File: config.mk
export PLATFORM = sky130hd
export DESIGN_NAME = omni_wheel_drive_mixer
export DESIGN_NICKNAME = d
export VERILOG_FILES = /design/src/rtl/core/owdm_pkg.sv /design/src/rtl/core/owdm_wheel.sv /design/src/rtl/core/omni_wheel_drive_mixer.sv
export SDC_FILE = /design/constraint.sdc
export NUM_CORES = 2
export LEC_CHECK = 0
export BUFFER_PORTS_ARGS = -buffer_cell sky130_fd_sc_hd__buf_2
export CAP_MARGIN = 0
export CORE_ASPECT_RATIO = 0.75
export CORE_MARGIN = 2
export CORE_UTILIZATION = 50
export DETAILED_ROUTE_END_ITERATION = 6
export PLACE_DENSITY_LB_ADDON = 0.1
export SKIP_LAST_GASP = 1
export SYNTH_ARGS = -nofsm -noshare
export SYNTH_HDL_FRONTEND = slang
export SYNTH_SLANG_ARGS = --single-unit
File: constraint.sdc
create_clock -name clk_i -period 16.2 [get_ports clk_i]
set_input_delay 0.81 -clock clk_i [delete_from_list [all_inputs] [get_ports clk_i]]
set_output_delay 0.81 -clock clk_i [all_outputs]
set_load 0.005 [all_outputs]
File: src/rtl/core/owdm_pkg.sv
// ----------------------------------------------------------------------------
// Omni-wheel drive mixer package
// Shared widths, command codes, wheel geometry and the cosine ROM contents.
// ----------------------------------------------------------------------------
package owdm_pkg;

  // Fixed point: wheel factor is signed Q1.F, F = COS_FRAC_BITS
  localparam int COS_FRAC_BITS = 15;
  localparam int COS_MAG_W     = COS_FRAC_BITS + 1;  // magnitude reaches 2^F
  localparam int DEG_W         = 9;
  localparam int QDEG_W        = 7;                  // 0..90 within a quadrant
  localparam int DUTY_W        = 8;
  localparam int PROD_W        = COS_MAG_W + DUTY_W;

  localparam logic [DEG_W-1:0] FULL_TURN = DEG_W'(360);
  localparam logic [DEG_W-1:0] HALF_TURN = DEG_W'(180);
  localparam logic [DEG_W-1:0] DEG_90    = DEG_W'(90);
  localparam logic [DEG_W-1:0] DEG_270   = DEG_W'(270);

  // Wheel lanes, the fourth one unused on a three-wheel base
  localparam int NUM_WHEELS = 4;

  // Wheel mounting angles
  localparam logic [DEG_W-1:0] TRI_A_DEG  = DEG_W'(150);
  localparam logic [DEG_W-1:0] TRI_B_DEG  = DEG_W'(30);
  localparam logic [DEG_W-1:0] TRI_C_DEG  = DEG_W'(270);
  localparam logic [DEG_W-1:0] QUAD_A_DEG = DEG_W'(45);
  localparam logic [DEG_W-1:0] QUAD_B_DEG = DEG_W'(135);
  localparam logic [DEG_W-1:0] QUAD_C_DEG = DEG_W'(225);
  localparam logic [DEG_W-1:0] QUAD_D_DEG = DEG_W'(315);

  // Drive commands
  typedef enum logic [1:0] {
    OP_MOVE       = 2'd0,
    OP_SPIN_LEFT  = 2'd1,
    OP_SPIN_RIGHT = 2'd2,
    OP_STOP       = 2'd3
  } op_e;

  // Per-wheel lane setup
  typedef struct packed {
    logic [DEG_W-1:0] angle;    // mounting angle
    logic             negate;   // factor sign flipped (four-wheel base)
    logic             present;  // wheel exists on this base
  } wheel_cfg_t;

  // Cosine ROM: 128 slots, entries 0..90 hold |cos| in Q1.F
  localparam int COS_ENTRIES = 1 << QDEG_W;
  localparam int COS_TABLE_W = COS_ENTRIES * COS_MAG_W;

  localparam longint unsigned Q30_ONE         = 64'd1073741824;
  localparam longint unsigned RAD_PER_DEG_Q30 = 64'd18740330;
  localparam int              SERIES_TERMS    = 11;

  // Series divisors (2n-1)(2n) as reciprocals: q = (v * R) >> 41 is exact for
  // v < 2^32 since every divisor is below 2^9; entry n-1 belongs to term n
  localparam int              SERIES_SHIFT = 41;
  localparam longint unsigned RECIP_ONE    = 64'd1 << SERIES_SHIFT;
  localparam logic [SERIES_TERMS-1:0][SERIES_SHIFT-1:0] SERIES_RECIP = {
    SERIES_SHIFT'((RECIP_ONE + 64'd461) / 64'd462),
    SERIES_SHIFT'((RECIP_ONE + 64'd379) / 64'd380),
    SERIES_SHIFT'((RECIP_ONE + 64'd305) / 64'd306),
    SERIES_SHIFT'((RECIP_ONE + 64'd239) / 64'd240),
    SERIES_SHIFT'((RECIP_ONE + 64'd181) / 64'd182),
    SERIES_SHIFT'((RECIP_ONE + 64'd131) / 64'd132),
    SERIES_SHIFT'((RECIP_ONE + 64'd89) / 64'd90),
    SERIES_SHIFT'((RECIP_ONE + 64'd55) / 64'd56),
    SERIES_SHIFT'((RECIP_ONE + 64'd29) / 64'd30),
    SERIES_SHIFT'((RECIP_ONE + 64'd11) / 64'd12),
    SERIES_SHIFT'((RECIP_ONE + 64'd1) / 64'd2)
  };

  // Elaboration-time only: Taylor series in Q2.30, clamped, then rounded to Q1.F
  function automatic logic [COS_TABLE_W-1:0] build_cos_table();
    logic [COS_TABLE_W-1:0] tbl;
    longint unsigned        x;
    longint unsigned        x2;
    longint unsigned        t;
    longint unsigned        c;
    longint unsigned        mag;
    longint unsigned        num;
    longint                 acc;
    int                     a;
    int                     n;
    tbl = '0;
    for (a = 0; a <= 90; a++) begin
      x   = longint'(a) * RAD_PER_DEG_Q30;
      x2  = (x * x) >> 30;
      t   = Q30_ONE;
      acc = longint'(Q30_ONE);
      for (n = 1; n <= SERIES_TERMS; n++) begin
        num = (t * x2) >> 30;   // stays below 2^32
        t   = 64'((80'(num) * 80'(SERIES_RECIP[n-1])) >> SERIES_SHIFT);
        if (n % 2 == 1) begin
          acc = acc - longint'(t);
        end else begin
          acc = acc + longint'(t);
        end
      end
      if (acc < 0) begin
        acc = 0;
      end
      if (acc > longint'(Q30_ONE)) begin
        acc = longint'(Q30_ONE);
      end
      c   = longint'(acc);
      mag = (c + (64'd1 << (29 - COS_FRAC_BITS))) >> (30 - COS_FRAC_BITS);
      tbl[a*COS_MAG_W +: COS_MAG_W] = mag[COS_MAG_W-1:0];
    end
    return tbl;
  endfunction

  localparam logic [COS_TABLE_W-1:0] COS_TABLE = build_cos_table();

endpackage

File: src/rtl/core/owdm_wheel.sv
// ----------------------------------------------------------------------------
// Omni-wheel drive mixer: wheel lane
// Turns one command into the forward and reverse duty of one wheel.
// ----------------------------------------------------------------------------
module owdm_wheel (
  input  owdm_pkg::wheel_cfg_t              cfg_i,
  input  owdm_pkg::op_e                     op_i,
  input  logic [owdm_pkg::DEG_W-1:0]        heading_i,  // already reduced to 0..359
  input  logic [owdm_pkg::DUTY_W-1:0]       speed_i,
  output logic [owdm_pkg::DUTY_W-1:0]       fwd_o,
  output logic [owdm_pkg::DUTY_W-1:0]       rev_o
);

  logic [owdm_pkg::DEG_W-1:0]     diff;
  logic [owdm_pkg::DEG_W-1:0]     fold;
  logic                           quad_neg;
  logic                           neg;
  logic [owdm_pkg::QDEG_W-1:0]    qdeg;
  logic [owdm_pkg::COS_MAG_W-1:0] mag;
  logic [owdm_pkg::PROD_W-1:0]    prod;
  logic [owdm_pkg::DUTY_W-1:0]    duty;

  // Angle between wheel and heading, 0..359
  always_comb begin
    if (cfg_i.angle >= heading_i) begin
      diff = cfg_i.angle - heading_i;
    end else begin
      diff = cfg_i.angle + owdm_pkg::FULL_TURN - heading_i;
    end
  end

  // Fold into the first quadrant, keep the sign
  always_comb begin
    priority if (diff <= owdm_pkg::DEG_90) begin
      fold     = diff;
      quad_neg = 1'b0;
    end else if (diff <= owdm_pkg::HALF_TURN) begin
      fold     = owdm_pkg::HALF_TURN - diff;
      quad_neg = 1'b1;
    end else if (diff <= owdm_pkg::DEG_270) begin
      fold     = diff - owdm_pkg::HALF_TURN;
      quad_neg = 1'b1;
    end else begin
      fold     = owdm_pkg::FULL_TURN - diff;
      quad_neg = 1'b0;
    end
  end

  assign qdeg = fold[owdm_pkg::QDEG_W-1:0];
  assign neg  = quad_neg ^ cfg_i.negate;

  // Cosine ROM and duty scaling
  assign mag  = owdm_pkg::COS_TABLE[qdeg*owdm_pkg::COS_MAG_W +: owdm_pkg::COS_MAG_W];
  assign prod = mag * speed_i;
  assign duty = prod[owdm_pkg::COS_FRAC_BITS +: owdm_pkg::DUTY_W];

  // Channel select per command; a zero duty leaves both channels at 0
  always_comb begin
    fwd_o = '0;
    rev_o = '0;
    if (cfg_i.present) begin
      unique case (op_i)
        owdm_pkg::OP_MOVE: begin
          if (neg) begin
            rev_o = duty;
          end else begin
            fwd_o = duty;
          end
        end
        owdm_pkg::OP_SPIN_LEFT:  fwd_o = speed_i;
        owdm_pkg::OP_SPIN_RIGHT: rev_o = speed_i;
        owdm_pkg::OP_STOP: begin
          fwd_o = '0;
          rev_o = '0;
        end
        default: begin
          fwd_o = '0;
          rev_o = '0;
        end
      endcase
    end
  end

endmodule

File: src/rtl/core/omni_wheel_drive_mixer.sv
// ----------------------------------------------------------------------------
// Omni-wheel drive mixer
// Maps move / spin / stop commands to per-wheel forward and reverse PWM duties.
// ----------------------------------------------------------------------------
// One command item is accepted per cycle unless out_ready_i back-pressure
// holds the pipeline; an item passes the input register, then the result
// register. Between the two registers four wheel lanes work in parallel,
// each a cosine ROM read and one 16x8 multiply, which sets the critical
// path. wheel_mode selects a three-wheel base (150/30/270 deg, wheel d held
// at zero) or a four-wheel base (45/135/225/315 deg, factor negated); it is
// sampled with each item and should only be written while no item is in
// flight. Headings of 360..511 wrap modulo 360.
module omni_wheel_drive_mixer (
  input  logic                          clk_i,
  input  logic                          rst_ni,
  // configuration
  input  logic                          wheel_mode_we_i,
  input  logic                          wheel_mode_i,
  // command channel
  input  logic                          in_valid_i,
  output logic                          in_ready_o,
  input  logic [1:0]                    op_i,
  input  logic [owdm_pkg::DEG_W-1:0]    heading_deg_i,
  input  logic [owdm_pkg::DUTY_W-1:0]   speed_i,
  // result channel
  output logic                          out_valid_o,
  input  logic                          out_ready_i,
  output logic [owdm_pkg::DUTY_W-1:0]   wheel_a_fwd_o,
  output logic [owdm_pkg::DUTY_W-1:0]   wheel_a_rev_o,
  output logic [owdm_pkg::DUTY_W-1:0]   wheel_b_fwd_o,
  output logic [owdm_pkg::DUTY_W-1:0]   wheel_b_rev_o,
  output logic [owdm_pkg::DUTY_W-1:0]   wheel_c_fwd_o,
  output logic [owdm_pkg::DUTY_W-1:0]   wheel_c_rev_o,
  output logic [owdm_pkg::DUTY_W-1:0]   wheel_d_fwd_o,
  output logic [owdm_pkg::DUTY_W-1:0]   wheel_d_rev_o
);

  logic                          wheel_mode_q;
  logic                          s1_valid_q;
  logic                          s1_valid_d;
  owdm_pkg::op_e                 s1_op_q;
  logic [owdm_pkg::DEG_W-1:0]    s1_heading_q;
  logic [owdm_pkg::DUTY_W-1:0]   s1_speed_q;
  logic                          s1_mode_q;
  logic                          out_valid_q;
  logic                          out_valid_d;
  logic                          s2_ready;
  logic                          in_accept;
  logic                          s1_advance;
  logic [owdm_pkg::DEG_W-1:0]    heading_red;
  owdm_pkg::wheel_cfg_t          wheel_cfg [owdm_pkg::NUM_WHEELS];
  logic [owdm_pkg::DUTY_W-1:0]   lane_fwd  [owdm_pkg::NUM_WHEELS];
  logic [owdm_pkg::DUTY_W-1:0]   lane_rev  [owdm_pkg::NUM_WHEELS];
  logic [owdm_pkg::DUTY_W-1:0]   fwd_q     [owdm_pkg::NUM_WHEELS];
  logic [owdm_pkg::DUTY_W-1:0]   rev_q     [owdm_pkg::NUM_WHEELS];

  // Configuration register
  always_ff @(posedge clk_i or negedge rst_ni) begin
    if (!rst_ni) begin
      wheel_mode_q <= 1'b0;
    end else if (wheel_mode_we_i) begin
      wheel_mode_q <= wheel_mode_i;
    end
  end

  // Handshake: each stage moves when the next one is free or draining
  assign s2_ready    = !out_valid_q || out_ready_i;
  assign in_ready_o  = !s1_valid_q || s2_ready;
  assign in_accept   = in_valid_i && in_ready_o;
  assign s1_advance  = s1_valid_q && s2_ready;
  assign s1_valid_d  = in_accept || (s1_valid_q && !s2_ready);
  assign out_valid_d = s1_advance || (out_valid_q && !out_ready_i);

  always_ff @(posedge clk_i or negedge rst_ni) begin
    if (!rst_ni) begin
      s1_valid_q  <= 1'b0;
      out_valid_q <= 1'b0;
    end else begin
      s1_valid_q  <= s1_valid_d;
      out_valid_q <= out_valid_d;
    end
  end

  // Input register
  always_ff @(posedge clk_i) begin
    if (in_accept) begin
      s1_op_q      <= owdm_pkg::op_e'(op_i);
      s1_heading_q <= heading_deg_i;
      s1_speed_q   <= speed_i;
      s1_mode_q    <= wheel_mode_q;
    end
  end

  // Heading wrap, one compare and subtract
  assign heading_red = (s1_heading_q >= owdm_pkg::FULL_TURN) ?
                       (s1_heading_q - owdm_pkg::FULL_TURN) : s1_heading_q;

  // Lane geometry per base
  always_comb begin
    if (s1_mode_q) begin
      wheel_cfg[0] = '{angle: owdm_pkg::QUAD_A_DEG, negate: 1'b1, present: 1'b1};
      wheel_cfg[1] = '{angle: owdm_pkg::QUAD_B_DEG, negate: 1'b1, present: 1'b1};
      wheel_cfg[2] = '{angle: owdm_pkg::QUAD_C_DEG, negate: 1'b1, present: 1'b1};
      wheel_cfg[3] = '{angle: owdm_pkg::QUAD_D_DEG, negate: 1'b1, present: 1'b1};
    end else begin
      wheel_cfg[0] = '{angle: owdm_pkg::TRI_A_DEG, negate: 1'b0, present: 1'b1};
      wheel_cfg[1] = '{angle: owdm_pkg::TRI_B_DEG, negate: 1'b0, present: 1'b1};
      wheel_cfg[2] = '{angle: owdm_pkg::TRI_C_DEG, negate: 1'b0, present: 1'b1};
      wheel_cfg[3] = '{angle: '0, negate: 1'b0, present: 1'b0};
    end
  end

  // Wheel lanes
  for (genvar w = 0; w < owdm_pkg::NUM_WHEELS; w++) begin : g_lane
    owdm_wheel u_wheel (
      .cfg_i     (wheel_cfg[w]),
      .op_i      (s1_op_q),
      .heading_i (heading_red),
      .speed_i   (s1_speed_q),
      .fwd_o     (lane_fwd[w]),
      .rev_o     (lane_rev[w])
    );
  end

  // Result register
  always_ff @(posedge clk_i) begin
    if (s1_advance) begin
      fwd_q <= lane_fwd;
      rev_q <= lane_rev;
    end
  end

  assign out_valid_o   = out_valid_q;
  assign wheel_a_fwd_o = fwd_q[0];
  assign wheel_a_rev_o = rev_q[0];
  assign wheel_b_fwd_o = fwd_q[1];
  assign wheel_b_rev_o = rev_q[1];
  assign wheel_c_fwd_o = fwd_q[2];
  assign wheel_c_rev_o = rev_q[2];
  assign wheel_d_fwd_o = fwd_q[3];
  assign wheel_d_rev_o = rev_q[3];

  // An accepted item always reaches the input register
  a_accept_loads: assert property (@(posedge clk_i) disable iff (!rst_ni)
    in_accept |=> s1_valid_q)
    else $error("accepted item lost before input register");

  // An item leaving the input register always shows up at the output
  a_advance_shows: assert property (@(posedge clk_i) disable iff (!rst_ni)
    s1_advance |=> out_valid_o)
    else $error("item lost between input and result register");

  // A wheel never drives both directions at once
  a_one_direction: assert property (@(posedge clk_i) disable iff (!rst_ni)
    out_valid_o |-> ((wheel_a_fwd_o == '0) || (wheel_a_rev_o == '0)) &&
                    ((wheel_b_fwd_o == '0) || (wheel_b_rev_o == '0)) &&
                    ((wheel_c_fwd_o == '0) || (wheel_c_rev_o == '0)) &&
                    ((wheel_d_fwd_o == '0) || (wheel_d_rev_o == '0)))
    else $error("wheel driven forward and reverse together");

endmodule
==> out/qor.json <==
{
  "ys_ff_latch": 87,
  "globalRouteOverflowTotal": 0,
  "max-slew-margin-rel_pct": 23.0,
  "synth_largest_area_cell": "sky130_fd_sc_hd__fa_1",
  "slew_of_the_pin_with_the_lowest_slew_margin_ns": 1.15,
  "timing_worst_setup_path_type": "reg2reg",
  "timing.critical_path.required_ns": 16.32,
  "port_buffers": 90,
  "num_rows": 81,
  "avgSynthCellArea_um2": 7.84,
  "drive_above_1_share_pct": 8.00,
  "synth.area.top_cells": "sky130_fd_sc_hd__fa_1 (20%), sky130_fd_sc_hd__ha_1 (11%), sky130_fd_sc_hd__edfxtp_1 (7.6%)",
  "r2r_setup_slack_ns": 1.78,
  "post-route-period-util_pct": 89.0,
  "slew_violations": 0,
  "die_area_um2": 68200,
  "period_minus_slack_ns": 14.42,
  "status": "complete, no violations",
  "routed.top_layer": "met5",
  "synthesis.nets": 4860,
  "area_growth_pct": 3.88,
  "clock_latency_late_sink_ns": 0.40,
  "grt_antenna_before_repair": 2,
  "synth.cell_area_um2": 33100,
  "die_w_um": 301,
  "wire_per_inst_um": 22.2,
  "yosys_warnings": 0,
  "drcViolationCount": 0,
  "nets": 4751,
  "wirelength_um": 111000,
  "ys.flop_type": "sky130_fd_sc_hd__edfxtp_1",
  "yosys.area.top_type_share_pct": 20.4,
  "layout.filler_cells": 6384,
  "multi_input_comb_area_um2": 27700,
  "clock_tree_from_tritoncts": "done",
  "cts_hold_buffers": 0,
  "final-seq-area_um2": 2600,
  "timing.final.hold_violations": 0,
  "i_o_pin_cnt": 91,
  "worst_ep_arrival_time_ns": 14.54,
  "path_max_fanout": 49,
  "place_hpwl_um": 81500,
  "worst_r2r_path_depth": 49,
  "dp_worst_setup_slack_ns": 2.11,
  "cts_root_buf": "sky130_fd_sc_hd__clkbuf_16",
  "timing.critical_path.mode_cell": "sky130_fd_sc_hd__inv_1",
  "grt_max_degree": 67,
  "cts.repair_timing.setup_buffer_count": 0,
  "final.setup.tns_ns": 0,
  "max_stage_delay_ns": 0.78,
  "report.final.setup_viol": 0,
  "worst_setup_path_startpoint": "s1_heading_q[4]",
  "crit_path_end": "wheel_c_fwd_o[7]",
  "start_util_pct": 50.6,
  "rsz_0062_raised_after_global_routing": "no",
  "synth_seq_area_share_pct": 7.86,
  "count_of_max_cap_constraint_violations": 0,
  "clkTransAtPathRegs_ns": 0.08,
  "wl_met1_um": 50300,
  "drt_first_iter_violations": 3826,
  "dr.pass1.iters": 6,
  "cpMaxStageDelayCell": "sky130_fd_sc_hd__a22oi_1",
  "cts_repair_resize_count": 0,
  "met2_length_um": 46100,
  "die-height_um": 227,
  "reg2reg_to": "wheel_c_fwd_o[7]",
  "postRouteAntennaNets": 0,
  "count_of_h_tree_levels_built_during_cts": 3,
  "detailroute.wirelength.met3_um": 11900,
  "ys_types": 143,
  "clock-skew-final_ns": 0.0138,
  "startpoint_type": "flop",
  "grt_pass1_vias": 30200,
  "number_of_enable_flip_flop_cells_after_synthesis": 84,
  "cts.path.max_buffers": 2,
  "fmax_mhz": 69.4,
  "synth_commonest_cells": "sky130_fd_sc_hd__inv_1 (453), sky130_fd_sc_hd__nand2_1 (406), sky130_fd_sc_hd__fa_1 (336)",
  "synth_cells": 4216,
  "post_drt_via_cell_ratio": 6.35,
  "gpl_wtd_cong": 0.980,
  "cts_made_buffers": 9,
  "final_critical_path_setup_slack_ns": 1.78,
  "worst_min_delay_path_category": "in2async",
  "via_count": 31700,
  "post-synth-top-count-cell": "sky130_fd_sc_hd__inv_1",
  "worst_setup_path_end_kind": "flop",
  "grt_pass1_wl_um": 176000,
  "cts_num_sinks": 87,
  "gr-usage-all-layers_pct": 32.5,
  "core-area_um2": 65300,
  "synthArstFlopShare_pct": 3.45,
  "r2r-start": "s1_heading_q[4]"
}
-- final cells by class --
| cell class | count | share of cell area (%) |
|---|---|---|
| timing repair buffer | 150 | 2.62 |
| clock inverter | 7 | 0.251 |
| multi-input combinational | 3393 | 80.6 |
| inverter | 466 | 5.09 |
| sequential | 87 | 7.57 |
| tap | 871 | 3.17 |
| antenna | 1 | 0.00729 |
| clock buffer | 9 | 0.656 |
-- placed cells by master (no fill, tap or decap), types with 20 or more instances in the layout --
master                     Yosys  layout
sky130_fd_sc_hd__inv_1       453     451
sky130_fd_sc_hd__nand2_1     406     406
sky130_fd_sc_hd__fa_1        336     336
sky130_fd_sc_hd__ha_1        283     282
sky130_fd_sc_hd__nor2_1      275     273
sky130_fd_sc_hd__and2_1      261     260
sky130_fd_sc_hd__o21ai_0     240     240
sky130_fd_sc_hd__a21oi_1     230     230
sky130_fd_sc_hd__nor2b_1     126     126
sky130_fd_sc_hd__buf_2        22      90
sky130_fd_sc_hd__nor3_1       88      87
sky130_fd_sc_hd__nand3_1      85      85
sky130_fd_sc_hd__edfxtp_1     84      84
sky130_fd_sc_hd__xnor2_1      82      76
sky130_fd_sc_hd__nand2b_1     67      67
sky130_fd_sc_hd__buf_4         7      60
sky130_fd_sc_hd__o211ai_1     59      59
sky130_fd_sc_hd__a211oi_1     58      58
sky130_fd_sc_hd__o22ai_1      47      47
sky130_fd_sc_hd__a31oi_1      41      41
sky130_fd_sc_hd__a21o_1       40      40
sky130_fd_sc_hd__o21a_1       28      28
sky130_fd_sc_hd__and3_1       29      28
sky130_fd_sc_hd__nand4_1      28      28
sky130_fd_sc_hd__mux2i_1      24      24
sky130_fd_sc_hd__a221oi_1     22      22
sky130_fd_sc_hd__o311ai_0     22      22
sky130_fd_sc_hd__o21ai_1      21      21
sky130_fd_sc_hd__o31ai_1      20      20
sky130_fd_sc_hd__a211o_1      20      20
sky130_fd_sc_hd__or3_1        20      20
-- layer usage --
metal | track usage [%] | up-vias
li1 | - | 14500
met1 | 48.6 | 15400
met2 | 47.7 | 1646
met3 | 6.47 | 159
met4 | 7.48 | 4
met5 | 0 | -
-- flip-flops by register name (all words and copies together), names as in the netlist --
signal and count:
s1_heading_q 9, s1_speed_q 8, wheel_a_fwd_o 8, wheel_a_rev_o 8
wheel_b_fwd_o 8, wheel_b_rev_o 8, wheel_c_fwd_o 8, wheel_c_rev_o 8
wheel_d_fwd_o 8, wheel_d_rev_o 8, s1_op_q 2, out_valid_o 1
s1_mode_q 1, s1_valid_q 1, wheel_mode_q 1
-- critical path, delay by kind of cell (launching register included) --
family	cells	cell delay, ns
AO/OA/AOI/OAI	17	4.63
adder cells (fa/ha/maj)	8	3.57
AND/OR/NAND/NOR	14	2.81
buffers and inverters	8	2.00
XOR/XNOR	2	0.55
flip-flops	1	0.54
-- how the worst min path moves through the flow --
stage / endpoint / cells past startpoint
final: out_valid_o / 1
after floorplan: s1_mode_q / 0
after global routing: out_valid_o / 1
after detailed placement: s1_mode_q / 0
after CTS: out_valid_o / 1
after global placement: s1_mode_q / 0
-- cells by family after synthesis --
family                   count (synthesis)  share of synthesized area, %
AO/OA/AOI/OAI                         1126                          24.3
XOR/XNOR                               108                          3.01
adder cells (fa/ha/maj)                622                          31.2
buffers and inverters                  736                          8.73
flip-flops                              87                          7.86
multiplexers                            47                          1.88
AND/OR/NAND/NOR                       1490                          23.0
-- per-stage QoR --
step	hold slack [ns]	std cells	util [%]	instance area [um^2]
4_1_cts	0.183	4983	52.6	34300
3_5_place_dp	0.428	4967	52.1	34000
5_1_grt	0.205	4983	52.6	34300
6_report	0.196	4984	52.6	34300
3_3_place_gp	0.423	4967	52.1	34000
2_1_floorplan	0.421	4216	-	33100
Power is not shown: default switching activity piles up to over one toggle a cycle in this logic, so the estimate is an artifact.
